<file path="src/rtl/core/rrt_pkg.sv">
// relay registration table: shared types, constants and codes
// no dependencies
package rrt_pkg;

    localparam int MAX_NODES        = 16;
    localparam int MAX_BEACON_SLOTS = 16;
    localparam int IDX_W            = (MAX_NODES > 1) ? $clog2(MAX_NODES) : 1;
    localparam int CNT_W            = $clog2(MAX_NODES + 1);

    localparam logic [7:0] NO_SLOT     = 8'hFF;
    localparam logic       KIND_REQ    = 1'b0;
    localparam logic       KIND_SWEEP  = 1'b1;
    localparam logic       STATUS_OK   = 1'b0;
    localparam logic       STATUS_FULL = 1'b1;

    localparam logic [2:0] CFG_MY_NODE_ID     = 3'd0;
    localparam logic [2:0] CFG_NETWORK_ID     = 3'd1;
    localparam logic [2:0] CFG_LOCAL_STRATUM  = 3'd2;
    localparam logic [2:0] CFG_ADVERT_INT     = 3'd3;
    localparam logic [2:0] CFG_OWN_SLOT       = 3'd4;
    localparam logic [2:0] CFG_MAX_AGE        = 3'd5;
    localparam logic [2:0] CFG_TIER_MASK      = 3'd6;
    localparam logic [2:0] CFG_TIER_VALUE     = 3'd7;

    typedef struct packed {
        logic               kind;
        logic [31:0]        node_id;
        logic [7:0]         capability;
        logic signed [15:0] rssi_dbm;
        logic [31:0]        now_ms;
    } t_in;

    typedef struct packed {
        logic        result_kind;
        logic        status;
        logic [31:0] dest_node;
        logic [15:0] resp_network_id;
        logic [7:0]  resp_stratum;
        logic [7:0]  resp_interval_s;
        logic [7:0]  assigned_slot;
        logic [15:0] response_seq;
        logic [4:0]  entries_left;
    } t_out;

    typedef struct packed {
        logic [31:0] my_node_id;
        logic [15:0] network_id;
        logic [7:0]  hop_depth;
        logic [7:0]  advert_interval_s;
        logic [7:0]  own_beacon_slot;
        logic [31:0] age_limit_ms;
        logic [7:0]  relay_tier_mask;
        logic [7:0]  relay_tier_value;
    } t_cfg;

    typedef struct packed {
        logic       en;
        logic [7:0] slot;
    } t_clear;

    typedef struct packed {
        logic [31:0]        node;
        logic [7:0]         capability;
        logic signed [15:0] rssi;
        logic [31:0]        last_seen;
        logic [7:0]         slot;
    } t_entry;

    typedef enum logic [2:0] {
        ST_IDLE,
        ST_LOOK,
        ST_MISS,
        ST_SW_RD,
        ST_SW_CHK,
        ST_SW_CP
    } t_state;

endpackage

</file>
<file path="src/rtl/core/rrt_ram.sv">
// generic single-write, single-read synchronous ram, registered read data
// no dependencies
module rrt_ram #(
    parameter int WIDTH = 8,
    parameter int DEPTH = 16
) (
    input  logic                                   i_clk,
    input  logic                                   i_we,
    input  logic [((DEPTH > 1) ? $clog2(DEPTH) : 1)-1:0] i_waddr,
    input  logic [WIDTH-1:0]                       i_wdata,
    input  logic                                   i_re,
    input  logic [((DEPTH > 1) ? $clog2(DEPTH) : 1)-1:0] i_raddr,
    output logic [WIDTH-1:0]                       o_rdata
);

    logic [WIDTH-1:0] r_mem [DEPTH];

    always_ff @(posedge i_clk) begin
        if (i_we) begin
            r_mem[i_waddr] <= i_wdata;
        end
    end

    always_ff @(posedge i_clk) begin
        if (i_re) begin
            o_rdata <= r_mem[i_raddr];
        end
    end

endmodule

</file>
<file path="src/rtl/core/rrt_ctrl.sv">
// table sequencer: lookup, append, refresh and stale sweep over the entry ram
// depends on rrt_pkg and rrt_ram
module rrt_ctrl (
    input  logic           i_clk,
    input  logic           i_rst_n,
    input  logic           i_start,
    input  rrt_pkg::t_in   i_req,
    output logic           o_busy,
    input  rrt_pkg::t_cfg  i_cfg,
    input  rrt_pkg::t_clear i_clear,
    output logic           o_strobe,
    output rrt_pkg::t_out  o_result
);
    import rrt_pkg::*;

    t_state           r_state, n_state;
    logic [CNT_W-1:0] r_idx, n_idx;
    logic [CNT_W-1:0] r_count, n_count;
    logic [7:0]       r_next_slot, n_next_slot;
    logic [15:0]      r_seq, n_seq;
    t_in              r_req, n_req;
    logic             r_strobe, n_strobe;
    t_out             r_out, n_out;

    logic             mem_we, mem_re;
    logic [IDX_W-1:0] mem_waddr, mem_raddr;
    t_entry           mem_wdata, mem_rdata;
    logic [$bits(t_entry)-1:0] mem_rbits;

    logic [CNT_W-1:0] idx_inc;
    logic [CNT_W-1:0] count_dec;
    logic             hit;
    logic             more;
    logic             stale;
    logic [31:0]      age;
    logic             is_relay;
    logic             slot_free;
    logic [15:0]      seq_inc;

    rrt_ram #(
        .WIDTH ($bits(t_entry)),
        .DEPTH (MAX_NODES)
    ) u_ram (
        .i_clk   (i_clk),
        .i_we    (mem_we),
        .i_waddr (mem_waddr),
        .i_wdata (mem_wdata),
        .i_re    (mem_re),
        .i_raddr (mem_raddr),
        .o_rdata (mem_rbits)
    );

    assign mem_rdata = t_entry'(mem_rbits);
    assign idx_inc   = r_idx + CNT_W'(1);
    assign count_dec = r_count - CNT_W'(1);
    assign hit       = (mem_rdata.node == r_req.node_id);
    assign more      = (idx_inc < r_count);
    assign age       = r_req.now_ms - mem_rdata.last_seen;
    assign stale     = (age > i_cfg.age_limit_ms);
    assign is_relay  = ((r_req.capability & i_cfg.relay_tier_mask) == i_cfg.relay_tier_value);
    assign slot_free = (r_next_slot < 8'(MAX_BEACON_SLOTS));
    assign seq_inc   = r_seq + 16'd1;

    always_comb begin
        n_state = r_state;
        unique case (r_state)
            ST_IDLE: begin
                if (i_start) begin
                    if (i_req.kind == KIND_SWEEP) begin
                        n_state = ST_SW_RD;
                    end else if (r_count == '0) begin
                        n_state = ST_MISS;
                    end else begin
                        n_state = ST_LOOK;
                    end
                end
            end
            ST_LOOK: begin
                if (hit) begin
                    n_state = ST_IDLE;
                end else if (!more) begin
                    n_state = ST_MISS;
                end
            end
            ST_MISS:   n_state = ST_IDLE;
            ST_SW_RD:  n_state = (r_idx < r_count) ? ST_SW_CHK : ST_IDLE;
            ST_SW_CHK: n_state = stale ? ST_SW_CP : ST_SW_RD;
            ST_SW_CP:  n_state = ST_SW_RD;
            default:   n_state = ST_IDLE;
        endcase
    end

    always_comb begin
        n_idx       = r_idx;
        n_count     = r_count;
        n_next_slot = r_next_slot;
        n_seq       = r_seq;
        n_req       = r_req;
        n_strobe    = 1'b0;
        n_out       = r_out;
        mem_we      = 1'b0;
        mem_re      = 1'b0;
        mem_waddr   = r_idx[IDX_W-1:0];
        mem_raddr   = r_idx[IDX_W-1:0];
        mem_wdata   = mem_rdata;

        unique case (r_state)
            ST_IDLE: begin
                if (i_start) begin
                    n_req = i_req;
                    n_idx = '0;
                    if (i_req.kind == KIND_REQ && r_count != '0) begin
                        mem_re    = 1'b1;
                        mem_raddr = '0;
                    end
                end
                if (i_clear.en) begin
                    n_count     = '0;
                    n_next_slot = i_clear.slot + 8'd1;
                end
            end
            ST_LOOK: begin
                if (hit) begin
                    mem_we              = 1'b1;
                    mem_wdata.node      = r_req.node_id;
                    mem_wdata.capability = r_req.capability;
                    mem_wdata.rssi      = r_req.rssi_dbm;
                    mem_wdata.last_seen = r_req.now_ms;
                    mem_wdata.slot      = mem_rdata.slot;
                    n_seq               = seq_inc;
                    n_strobe            = 1'b1;
                    n_out.result_kind     = KIND_REQ;
                    n_out.status          = STATUS_OK;
                    n_out.dest_node       = r_req.node_id;
                    n_out.resp_network_id = i_cfg.network_id;
                    n_out.resp_stratum    = i_cfg.hop_depth;
                    n_out.resp_interval_s = i_cfg.advert_interval_s;
                    n_out.assigned_slot   = mem_rdata.slot;
                    n_out.response_seq    = seq_inc;
                    n_out.entries_left    = 5'(r_count);
                end else if (more) begin
                    mem_re    = 1'b1;
                    mem_raddr = idx_inc[IDX_W-1:0];
                    n_idx     = idx_inc;
                end
            end
            ST_MISS: begin
                n_seq    = seq_inc;
                n_strobe = 1'b1;
                n_out.result_kind     = KIND_REQ;
                n_out.dest_node       = r_req.node_id;
                n_out.resp_network_id = i_cfg.network_id;
                n_out.resp_stratum    = i_cfg.hop_depth;
                n_out.resp_interval_s = i_cfg.advert_interval_s;
                n_out.response_seq    = seq_inc;
                if (r_count >= CNT_W'(MAX_NODES)) begin
                    n_out.status        = STATUS_FULL;
                    n_out.assigned_slot = NO_SLOT;
                    n_out.entries_left  = 5'(r_count);
                end else begin
                    mem_we               = 1'b1;
                    mem_waddr            = r_count[IDX_W-1:0];
                    mem_wdata.node       = r_req.node_id;
                    mem_wdata.capability = r_req.capability;
                    mem_wdata.rssi       = r_req.rssi_dbm;
                    mem_wdata.last_seen  = r_req.now_ms;
                    if (is_relay && slot_free) begin
                        mem_wdata.slot = r_next_slot;
                        n_next_slot    = r_next_slot + 8'd1;
                    end else begin
                        mem_wdata.slot = NO_SLOT;
                    end
                    n_count             = r_count + CNT_W'(1);
                    n_out.status        = STATUS_OK;
                    n_out.assigned_slot = mem_wdata.slot;
                    n_out.entries_left  = 5'(r_count + CNT_W'(1));
                end
            end
            ST_SW_RD: begin
                if (r_idx < r_count) begin
                    mem_re = 1'b1;
                end else begin
                    n_strobe = 1'b1;
                    n_out    = '0;
                    n_out.result_kind  = KIND_SWEEP;
                    n_out.entries_left = 5'(r_count);
                end
            end
            ST_SW_CHK: begin
                if (stale) begin
                    n_count   = count_dec;
                    mem_re    = 1'b1;
                    mem_raddr = count_dec[IDX_W-1:0];
                end else begin
                    n_idx = idx_inc;
                end
            end
            ST_SW_CP: begin
                mem_we = 1'b1;
            end
            default: begin
            end
        endcase
    end

    always_ff @(posedge i_clk) begin
        if (!i_rst_n) begin
            r_state     <= ST_IDLE;
            r_idx       <= '0;
            r_count     <= '0;
            r_next_slot <= 8'd1;
            r_seq       <= '0;
            r_strobe    <= 1'b0;
        end else begin
            r_state     <= n_state;
            r_idx       <= n_idx;
            r_count     <= n_count;
            r_next_slot <= n_next_slot;
            r_seq       <= n_seq;
            r_strobe    <= n_strobe;
        end
    end

    always_ff @(posedge i_clk) begin
        r_req <= n_req;
        r_out <= n_out;
    end

    assign o_busy   = (r_state != ST_IDLE);
    assign o_strobe = r_strobe;
    assign o_result = r_out;

`ifndef SYNTH
    a_count_bound: assert property (@(posedge i_clk) disable iff (!i_rst_n)
        r_count <= CNT_W'(MAX_NODES))
        else $error("entry count beyond table size");

    a_strobe_idle: assert property (@(posedge i_clk) disable iff (!i_rst_n)
        r_strobe |-> r_state == ST_IDLE)
        else $error("word shown while still busy");

    a_seq_match: assert property (@(posedge i_clk) disable iff (!i_rst_n)
        (r_strobe && r_out.result_kind == KIND_REQ) |-> r_out.response_seq == r_seq)
        else $error("response sequence out of step");

    a_copy_order: assert property (@(posedge i_clk) disable iff (!i_rst_n)
        r_state == ST_SW_CP |-> $past(r_state) == ST_SW_CHK)
        else $error("sweep copy without stale check");
`endif

endmodule

</file>
<file path="src/rtl/core/relay_registration_table.sv">
// relay registration table top: configuration registers and table sequencer
// depends on rrt_pkg and rrt_ctrl
// a request scans the entries until a hit and appends on a miss; a sweep checks each entry
// one word at a time, the next start is taken in the strobe cycle
// the result strobe lasts one cycle and the receiver cannot stall it
// reset: synchronous active low; table empty, next slot 1, sequence 0, config registers 0
module relay_registration_table (
    input  logic          i_clk,
    input  logic          i_rst_n,
    input  logic          start,
    input  rrt_pkg::t_in  i_req,
    output logic          busy,
    output logic          o_strobe,
    output rrt_pkg::t_out o_result,
    input  logic          i_cfg_we,
    input  logic [2:0]    i_cfg_idx,
    input  logic [31:0]   i_cfg_data
);
    import rrt_pkg::*;

    t_cfg   r_cfg;
    t_clear cfg_clear;

    always_ff @(posedge i_clk) begin
        if (!i_rst_n) begin
            r_cfg <= '0;
        end else if (i_cfg_we) begin
            unique case (i_cfg_idx)
                CFG_MY_NODE_ID:    r_cfg.my_node_id        <= i_cfg_data;
                CFG_NETWORK_ID:    r_cfg.network_id        <= i_cfg_data[15:0];
                CFG_LOCAL_STRATUM: r_cfg.hop_depth         <= i_cfg_data[7:0];
                CFG_ADVERT_INT:    r_cfg.advert_interval_s <= i_cfg_data[7:0];
                CFG_OWN_SLOT:      r_cfg.own_beacon_slot   <= i_cfg_data[7:0];
                CFG_MAX_AGE:       r_cfg.age_limit_ms      <= i_cfg_data;
                CFG_TIER_MASK:     r_cfg.relay_tier_mask   <= i_cfg_data[7:0];
                CFG_TIER_VALUE:    r_cfg.relay_tier_value  <= i_cfg_data[7:0];
                default: begin
                end
            endcase
        end
    end

    assign cfg_clear.en   = i_cfg_we && (i_cfg_idx == CFG_OWN_SLOT);
    assign cfg_clear.slot = i_cfg_data[7:0];

    rrt_ctrl u_ctrl (
        .i_clk    (i_clk),
        .i_rst_n  (i_rst_n),
        .i_start  (start),
        .i_req    (i_req),
        .o_busy   (busy),
        .i_cfg    (r_cfg),
        .i_clear  (cfg_clear),
        .o_strobe (o_strobe),
        .o_result (o_result)
    );

endmodule
</file>
<file path="config.mk">
export PLATFORM = sky130hd
export DESIGN_NAME = relay_registration_table
export DESIGN_NICKNAME = d
export VERILOG_FILES = /design/src/rtl/core/rrt_pkg.sv /design/src/rtl/core/rrt_ram.sv /design/src/rtl/core/rrt_ctrl.sv /design/src/rtl/core/relay_registration_table.sv
export SDC_FILE = /design/constraint.sdc
export NUM_CORES = 2
export LEC_CHECK = 0
export BUFFER_PORTS_ARGS = -buffer_cell sky130_fd_sc_hd__buf_2
export CAP_MARGIN = 20
export CORE_MARGIN = 4
export CORE_UTILIZATION = 41
export CTS_BUF_LIST = sky130_fd_sc_hd__clkbuf_8
export DETAILED_ROUTE_END_ITERATION = 8
export MAX_ROUTING_LAYER = met4
export PLACE_DENSITY_LB_ADDON = 0.15
export SLEW_MARGIN = 20
export SYNTH_ARGS = -nofsm -noshare
export SYNTH_HDL_FRONTEND = slang
export SYNTH_SLANG_ARGS = --single-unit
</file>
<file path="constraint.sdc">
create_clock -name i_clk -period 13.3 [get_ports i_clk]
set_input_delay 2.66 -clock i_clk [delete_from_list [all_inputs] [get_ports i_clk]]
set_output_delay 2.66 -clock i_clk [all_outputs]
set_load 0.005 [all_outputs]
</file>
# Word-level counts from Yosys, hierarchy flattened
# Memories as Yosys holds them, arrays and structs flattened. A register that Yosys moved wholly into a read port is not among the register bits.
# Cells that the tools add are included.
# W data, S select, Z words.
# op_classes
bitwise,2
n_mux,54
order_cmp,5
eq_ne,25
n_reduce_logical,25
add_sub_neg,7
# ops
cell,n
$pmux W95 S3,1
$mux W96,2
$pmux W96 S2,1
$mux W95,2
$mux W8,5
$mux W5,7
$eq A32 B32 Y1,1
$gt A32 B32 Y1,1
$pmux W16 S2,1
$sub A32 B32 Y32,1
$pmux W5 S3,2
$mux W4,7
$eq A3 B3 Y1 const B,6
$mux W3,6
$reduce_and A2 Y1,9
$add A16 B1 Y16 const B,1
$add A8 B1 Y8 const B,2
$mux W16,1
$pmux W8 S2,1
$pmux W3 S5,1
$eq A3 B2 Y1 const B,4
$mux W1,12
$ne A2 B2 Y1 const B,6
$pmux W4 S3,1
23 further kinds,37
# word_totals
mem_count,1
wordCells,144
ramBits,1536
reg_bits,301
out_inout_bits,97
# memory_table
name,depth,width,read_ports,rd_ports_with_merged_regs,write_ports,line_no,text
u_ctrl.u_ram.r_mem,16,96,1,1,1,rrt_ram.sv:16,logic [WIDTH-1:0] r_mem [DEPTH];

# Logic depth before layout (Yosys ltp)
# logic_depth
ltp_word,6
mapped_depth,30
mapped_depth_nobuf,25

# Cells and area by module
# From an unflattened synthesis, not the netlist that was laid out.
# hier_totals
hier_cells,4154
area_unflattened_um2,77885.9
# by_module_without_submodules
module,area_per_inst_um2,seq_area_each_um2,cells_per_inst,instances
rrt_ram,60316.6,49007.0,2460,1
rrt_ctrl,13112.6,6256.0,1260,1
relay_registration_table,4456.8,2402.3,434,1

# Least setup slack after synthesis
# Ideal clock, no wire load.
# synth_timing
path_type,register to register
from,reg u_ctrl.r_count[2]
to,"reg u_ctrl.r_out (netlist bit u_ctrl.o_result[0]), enable pin"
synth_period_minus_slack_ns,9.191
arrival_time_ns,8.488
path_stages_with_launch,8
slack_ns,4.109
setup_time_ns,0.703
t_required_ns,12.597
path_cell_list,dfxtp_1 > clkbuf_1 > inv_1 > ha_1 > a21oi_1 > nor2b_1 > o21ai_0 > a221oi_1
# synth_between
elab_chain_len,3
# synth_lines
element,line_no,text
from (decl),rrt_ctrl.sv:18,"logic [CNT_W-1:0] r_count, n_count;"
from (signal assigned),rrt_ctrl.sv:217,r_count <= n_count;
$lt A5 B5 Y1,rrt_ctrl.sv:180,if (r_idx < r_count) begin
$ne A2 B2 Y1 (no line),-,
$reduce_and A3 Y1 (no line),-,
to (signal assigned),rrt_ctrl.sv:226,r_out <= n_out;
to (decl),rrt_ctrl.sv:23,"t_out r_out, n_out;"
# No other way between the ends.
# A chain may end at the register's enable or synchronous reset.

# Final worst setup path
# layout_timing
from,reg u_ctrl.r_req[8] in the netlist's numbering
to,"reg u_ctrl.u_ram.o_rdata[72], read port of u_ctrl.u_ram.r_mem, data pin"
# layout_between
elab_chain_len,4
elab_cells_between_ends,6
cone_classes,add/sub (1); order compare (1); mux (4)
# layout_lines
element,line_no,text
from (decl),rrt_ctrl.sv:21,"t_in r_req, n_req;"
from (signal assigned),rrt_ctrl.sv:225,r_req <= n_req;
$sub A32 B32 Y32 *,rrt_ctrl.sv:58,assign age = r_req.now_ms - mem_rdata.last_seen;
$gt A32 B32 Y1 *,rrt_ctrl.sv:59,assign stale = (age > i_cfg.age_limit_ms);
$mux W1 or $mux W4 (tied branches),rrt_ctrl.sv:190,if (stale) begin
$pmux W1 S4 or $pmux W4 S3 (tied branches),rrt_ctrl.sv:107,unique case (r_state)
to (decl),rrt_ram.sv:13,output logic [WIDTH-1:0] o_rdata
# Every way passes the cells marked *; elsewhere a longest branch is shown, timed or not.

==> run_results.csv <==
group,metric,value,unit
routing,drcViolationCount,0,
die,die_w,395.0,um
routing,vias,36100,
worst_setup_path,criticalPathCategory,"reg -> reg",
synth,synth-compound-area-share,6.932,%
synth,yosys_register_bits,1509,
synth,async_reset_ff_share,0,%
cts,clock_latency,1.01,ns
cts,cts_tree,"yes",
sta,max_slew.worst_pin.slew,1.107,ns
sta,hold_viol,0,
pwr,p_clk_share,39.2,%
final_layout,fill_cells,12860,
pwr,p_seq_share,54.8,%
global_routing,antenna_found_initial,4,
cts,cts_made_buffers,275,
routing,viasPerCell,5.586,
synth,muxShareOfSynthArea,9.136,%
run,maxCapViolations,0,
die,fp.dieH,395.0,um
sta,clock_skew,0.09815,ns
sta,max_freq,0.1065,GHz
final_layout,drive_gt1_share,22.37,%
synth,synth_simple_gate_area_share,6.727,%
sta,rsz0062_at_grt,"no",
worst_setup_path,cp_max_fo,75,
place,port_buffers,208,
final_layout,multiInputGateArea,16150,um^2
worst_setup_path,cp_cell_sequence,"ha_1 > nand4_1 > a211oi_1 > o21a_1 > nor4_1 > o31ai_1 > a41o_1 > o21ai_0 > o311ai_0 > a21oi_1 > xnor2_1 > ha_1 > nand4_1 > or4_1 > nor4_1 > a21o_1 > nand2_1 > a21oi_1 > or2_4 > buf_4 > buf_4 > nand3_1 > o21ai_1 > a221oi_1",
synth,synth_adder_area_share,1.601,%
routing,drt_iter0_drc,3242,
die,core,148400,um^2
die,num_rows,141,
cts,path_clk_slew,0.05,ns
synth,synth_fp_nets,4160,
pwr,p_int,0.007534,W
cts,cts_sinks,1509,
pwr,swShare,23.01,%
final_layout,final_common_cell,"edfxtp_1",
routing,post_drt_wl_per_cell,25.64,um
die,die_area,156100,um^2
global_routing,grt_pass1_wl,243300,um
synth,synth_edf_count,1391,
synth,syn_inst,3954,
outcome,status,"finished clean",
routing,postRouteAntennaNets,0,
cts,post_cts_resized,0,
synth,synthXorXnorAreaFrac,1.554,%
global_routing,grt_use_total,21.52,%
cts,cts_root_buf,"clkbuf_8",
die,start_util,41.40,%
final_layout,area_growth,13.08,%
worst_setup_path,cp_top_family,"compound AO/OA/AOI/OAI gates",
worst_setup_path,slowest_delay,0.77,ns
worst_setup_path,cp_data_arrival_time,10.02,ns
cts,post_cts_buffers,0,
pwr,power.density,140.9,nW/um^2
place,dp_hpwl,87330,um
sta,setup_violations,0,
routing,finalWirelength,165700,um
global_routing,grt_max_degree,106,
synth,ys_warn_count,0,
synth,synth_top_flop_cell,"edfxtp_1",
global_routing,grt_pass1_vias,36330,
synth,avgSynthCellArea,15.53,um^2
global_routing,grt_overflow,0,
cts,ctsHoldBuffers,0,
pwr,ir_worst_vdd,0.09743,mV
synth,ys_seq_area_share,71.85,%
sta,post-route-min-period,9.389,ns
pwr,pwr-share-comb,6.0,%
final_layout,regArea,44130,um^2
sta,final.setup.tns,0,ns
cts,ctsLongestPathBuffers,4,
min_path,hp-class,"reg -> reg",
sta,finalCritPeriodShare,70.59,%
synth,synthesis.area,61420,um^2
pwr,leakagePower,23.18,nW
synth,synth_top_family_by_area,"multiplexers",
cts,ctsHtreeMaxLevel,5,
worst_setup_path,slowest_stage,"buf_4",
sta,whs,0.4489,ns
die,top_level_ports,225,
worst_setup_path,endpoint_kind,"register",
final_layout,nets,4500,
worst_setup_path,cp_num_buf_inv,2,
pwr,switchingPower,0.002252,W
synth,ys_types,71,
sta,max_slew_margin,26.19,%
routing,drt_pass1_iterations,6,
place,gp_congestion,0.8042,
worst_setup_path,critPathRequiredTime,13.94,ns
worst_setup_path,startpoint_type,"register",
final_layout,final_cell_mix,"edfxtp_1, nand3_1, clkbuf_8",
sta,slew_violations,0,
[final cells by class]
type / count / area share (%)
diodes: 4 / 0.01441
clock inverters: 152 / 0.9728
flip-flops and latches: 1509 / 63.54
well taps: 2002 / 3.606
repair buffers: 291 / 2.450
clock buffers: 288 / 5.707
multi-input cells: 2134 / 23.26
inverters: 83 / 0.4522
[sequential cells by signal, summed over array words and instances (netlist names)]
signal,cells
u_ctrl.u_ram.r_mem,1152
u_ctrl.o_result,95
r_cfg,80
u_ctrl.r_count,5
u_ctrl.r_state,3
u_ctrl.r_idx,5
u_ctrl.r_seq,16
u_ctrl.r_next_slot,8
u_ctrl.u_ram.o_rdata,72
u_ctrl.o_strobe,1
u_ctrl.r_req,72
[synthesized netlist by cell type (all sizes together) (19+ instances only)]
cell type  number  share of area, %
nand2         251               1.5
mux2          205               3.8
dfxtp         118               3.8
nand4          19              0.19
nor2b          77              0.78
nand3         317               2.6
ha             77               1.6
nor3           26              0.21
o22ai          76              0.77
edfxtp       1391                68
clkbuf        163               1.0
a221oi         73               1.0
mux4          144               5.3
inv            79              0.48
nor2          124              0.78
a21oi         141               1.2
buf            65              0.69
xnor2          81               1.2
o21ai         336               2.7
xor2           28              0.40
[worst reg2reg max path: stages (launching register included)]
cell and delay (ns):
edfxtp_1 0.51, ha_1 0.44, nand4_1 0.13, a211oi_1 0.21, o21a_1 0.24, nor4_1 0.11, o31ai_1 0.69, a41o_1 0.39
o21ai_0 0.25, o311ai_0 0.45, a21oi_1 0.14, xnor2_1 0.57, ha_1 0.24, nand4_1 0.19, or4_1 0.57, nor4_1 0.30
a21o_1 0.29, nand2_1 0.39, a21oi_1 0.31, or2_4 0.58, buf_4 0.78, buf_4 0.85, nand3_1 0.23, o21ai_1 0.13
a221oi_1 0.10
[power by group through the flow]
stage / combinational (W) / clock [W] / sequential, W
CTS: 0.000593 / 0.00394 / 0.00537
detailed placement: 0.000591 / 0 / 0.00546
global placement: 0.000582 / 0 / 0.00546
global route: 0.000647 / 0.00417 / 0.00537
floorplan: 0.000373 / 0 / 0.00545
finish: 0.000587 / 0.00383 / 0.00537
[through the flow]
step / area, um^2 / std cells / power [W] / util, % / setup slack, ns
after floorplan: 61420 / 3954 / 0.005823 / - / 4.109
final: 69460 / 6463 / 0.009786 / 46.81 / 3.911
after CTS: 69440 / 6459 / 0.009900 / 46.80 / 3.828
after global routing: 69450 / 6462 / 0.01019 / 46.81 / 3.088
after global placement: 64800 / 6019 / 0.006045 / 43.68 / 3.918
after detailed placement: 64800 / 6019 / 0.006055 / 43.68 / 3.822
[final timing paths]
path	start	endpoint	slack [ns]	cells past startpoint
setup / recovery	u_ctrl.r_req[8]	u_ctrl.u_ram.o_rdata[72]	3.91	24
hold / removal	r_cfg[74]	r_cfg[74]	0.45	2
setup reg to reg	u_ctrl.r_req[8]	u_ctrl.u_ram.o_rdata[72]	3.91	24
hold reg to reg	r_cfg[74]	r_cfg[74]	0.45	2
[routing by layer]
| metal | track usage (%) | routed length, um | up-vias |
|---|---|---|---|
| li1 | - | - | 16040 |
| met1 | 29.37 | 73490 | 18490 |
| met2 | 33.96 | 78870 | 1246 |
| met3 | 3.388 | 9776 | 322 |
| met4 | 5.514 | 3597 | 0 |
| met5 | - | 0 | - |
[logic make-up (layout without fill, tap and decap cells)]
group,after synthesis,count (layout)
flip-flops,1509,1509
other,0,4
adder cells (fa/ha/maj),78,78
XOR/XNOR,109,109
buffers and inverters,311,814
AND/OR/NAND/NOR,873,873
multiplexers,355,355
AO/OA/AOI/OAI,719,719
No activity file was read; power rests on OpenSTA's default activity.
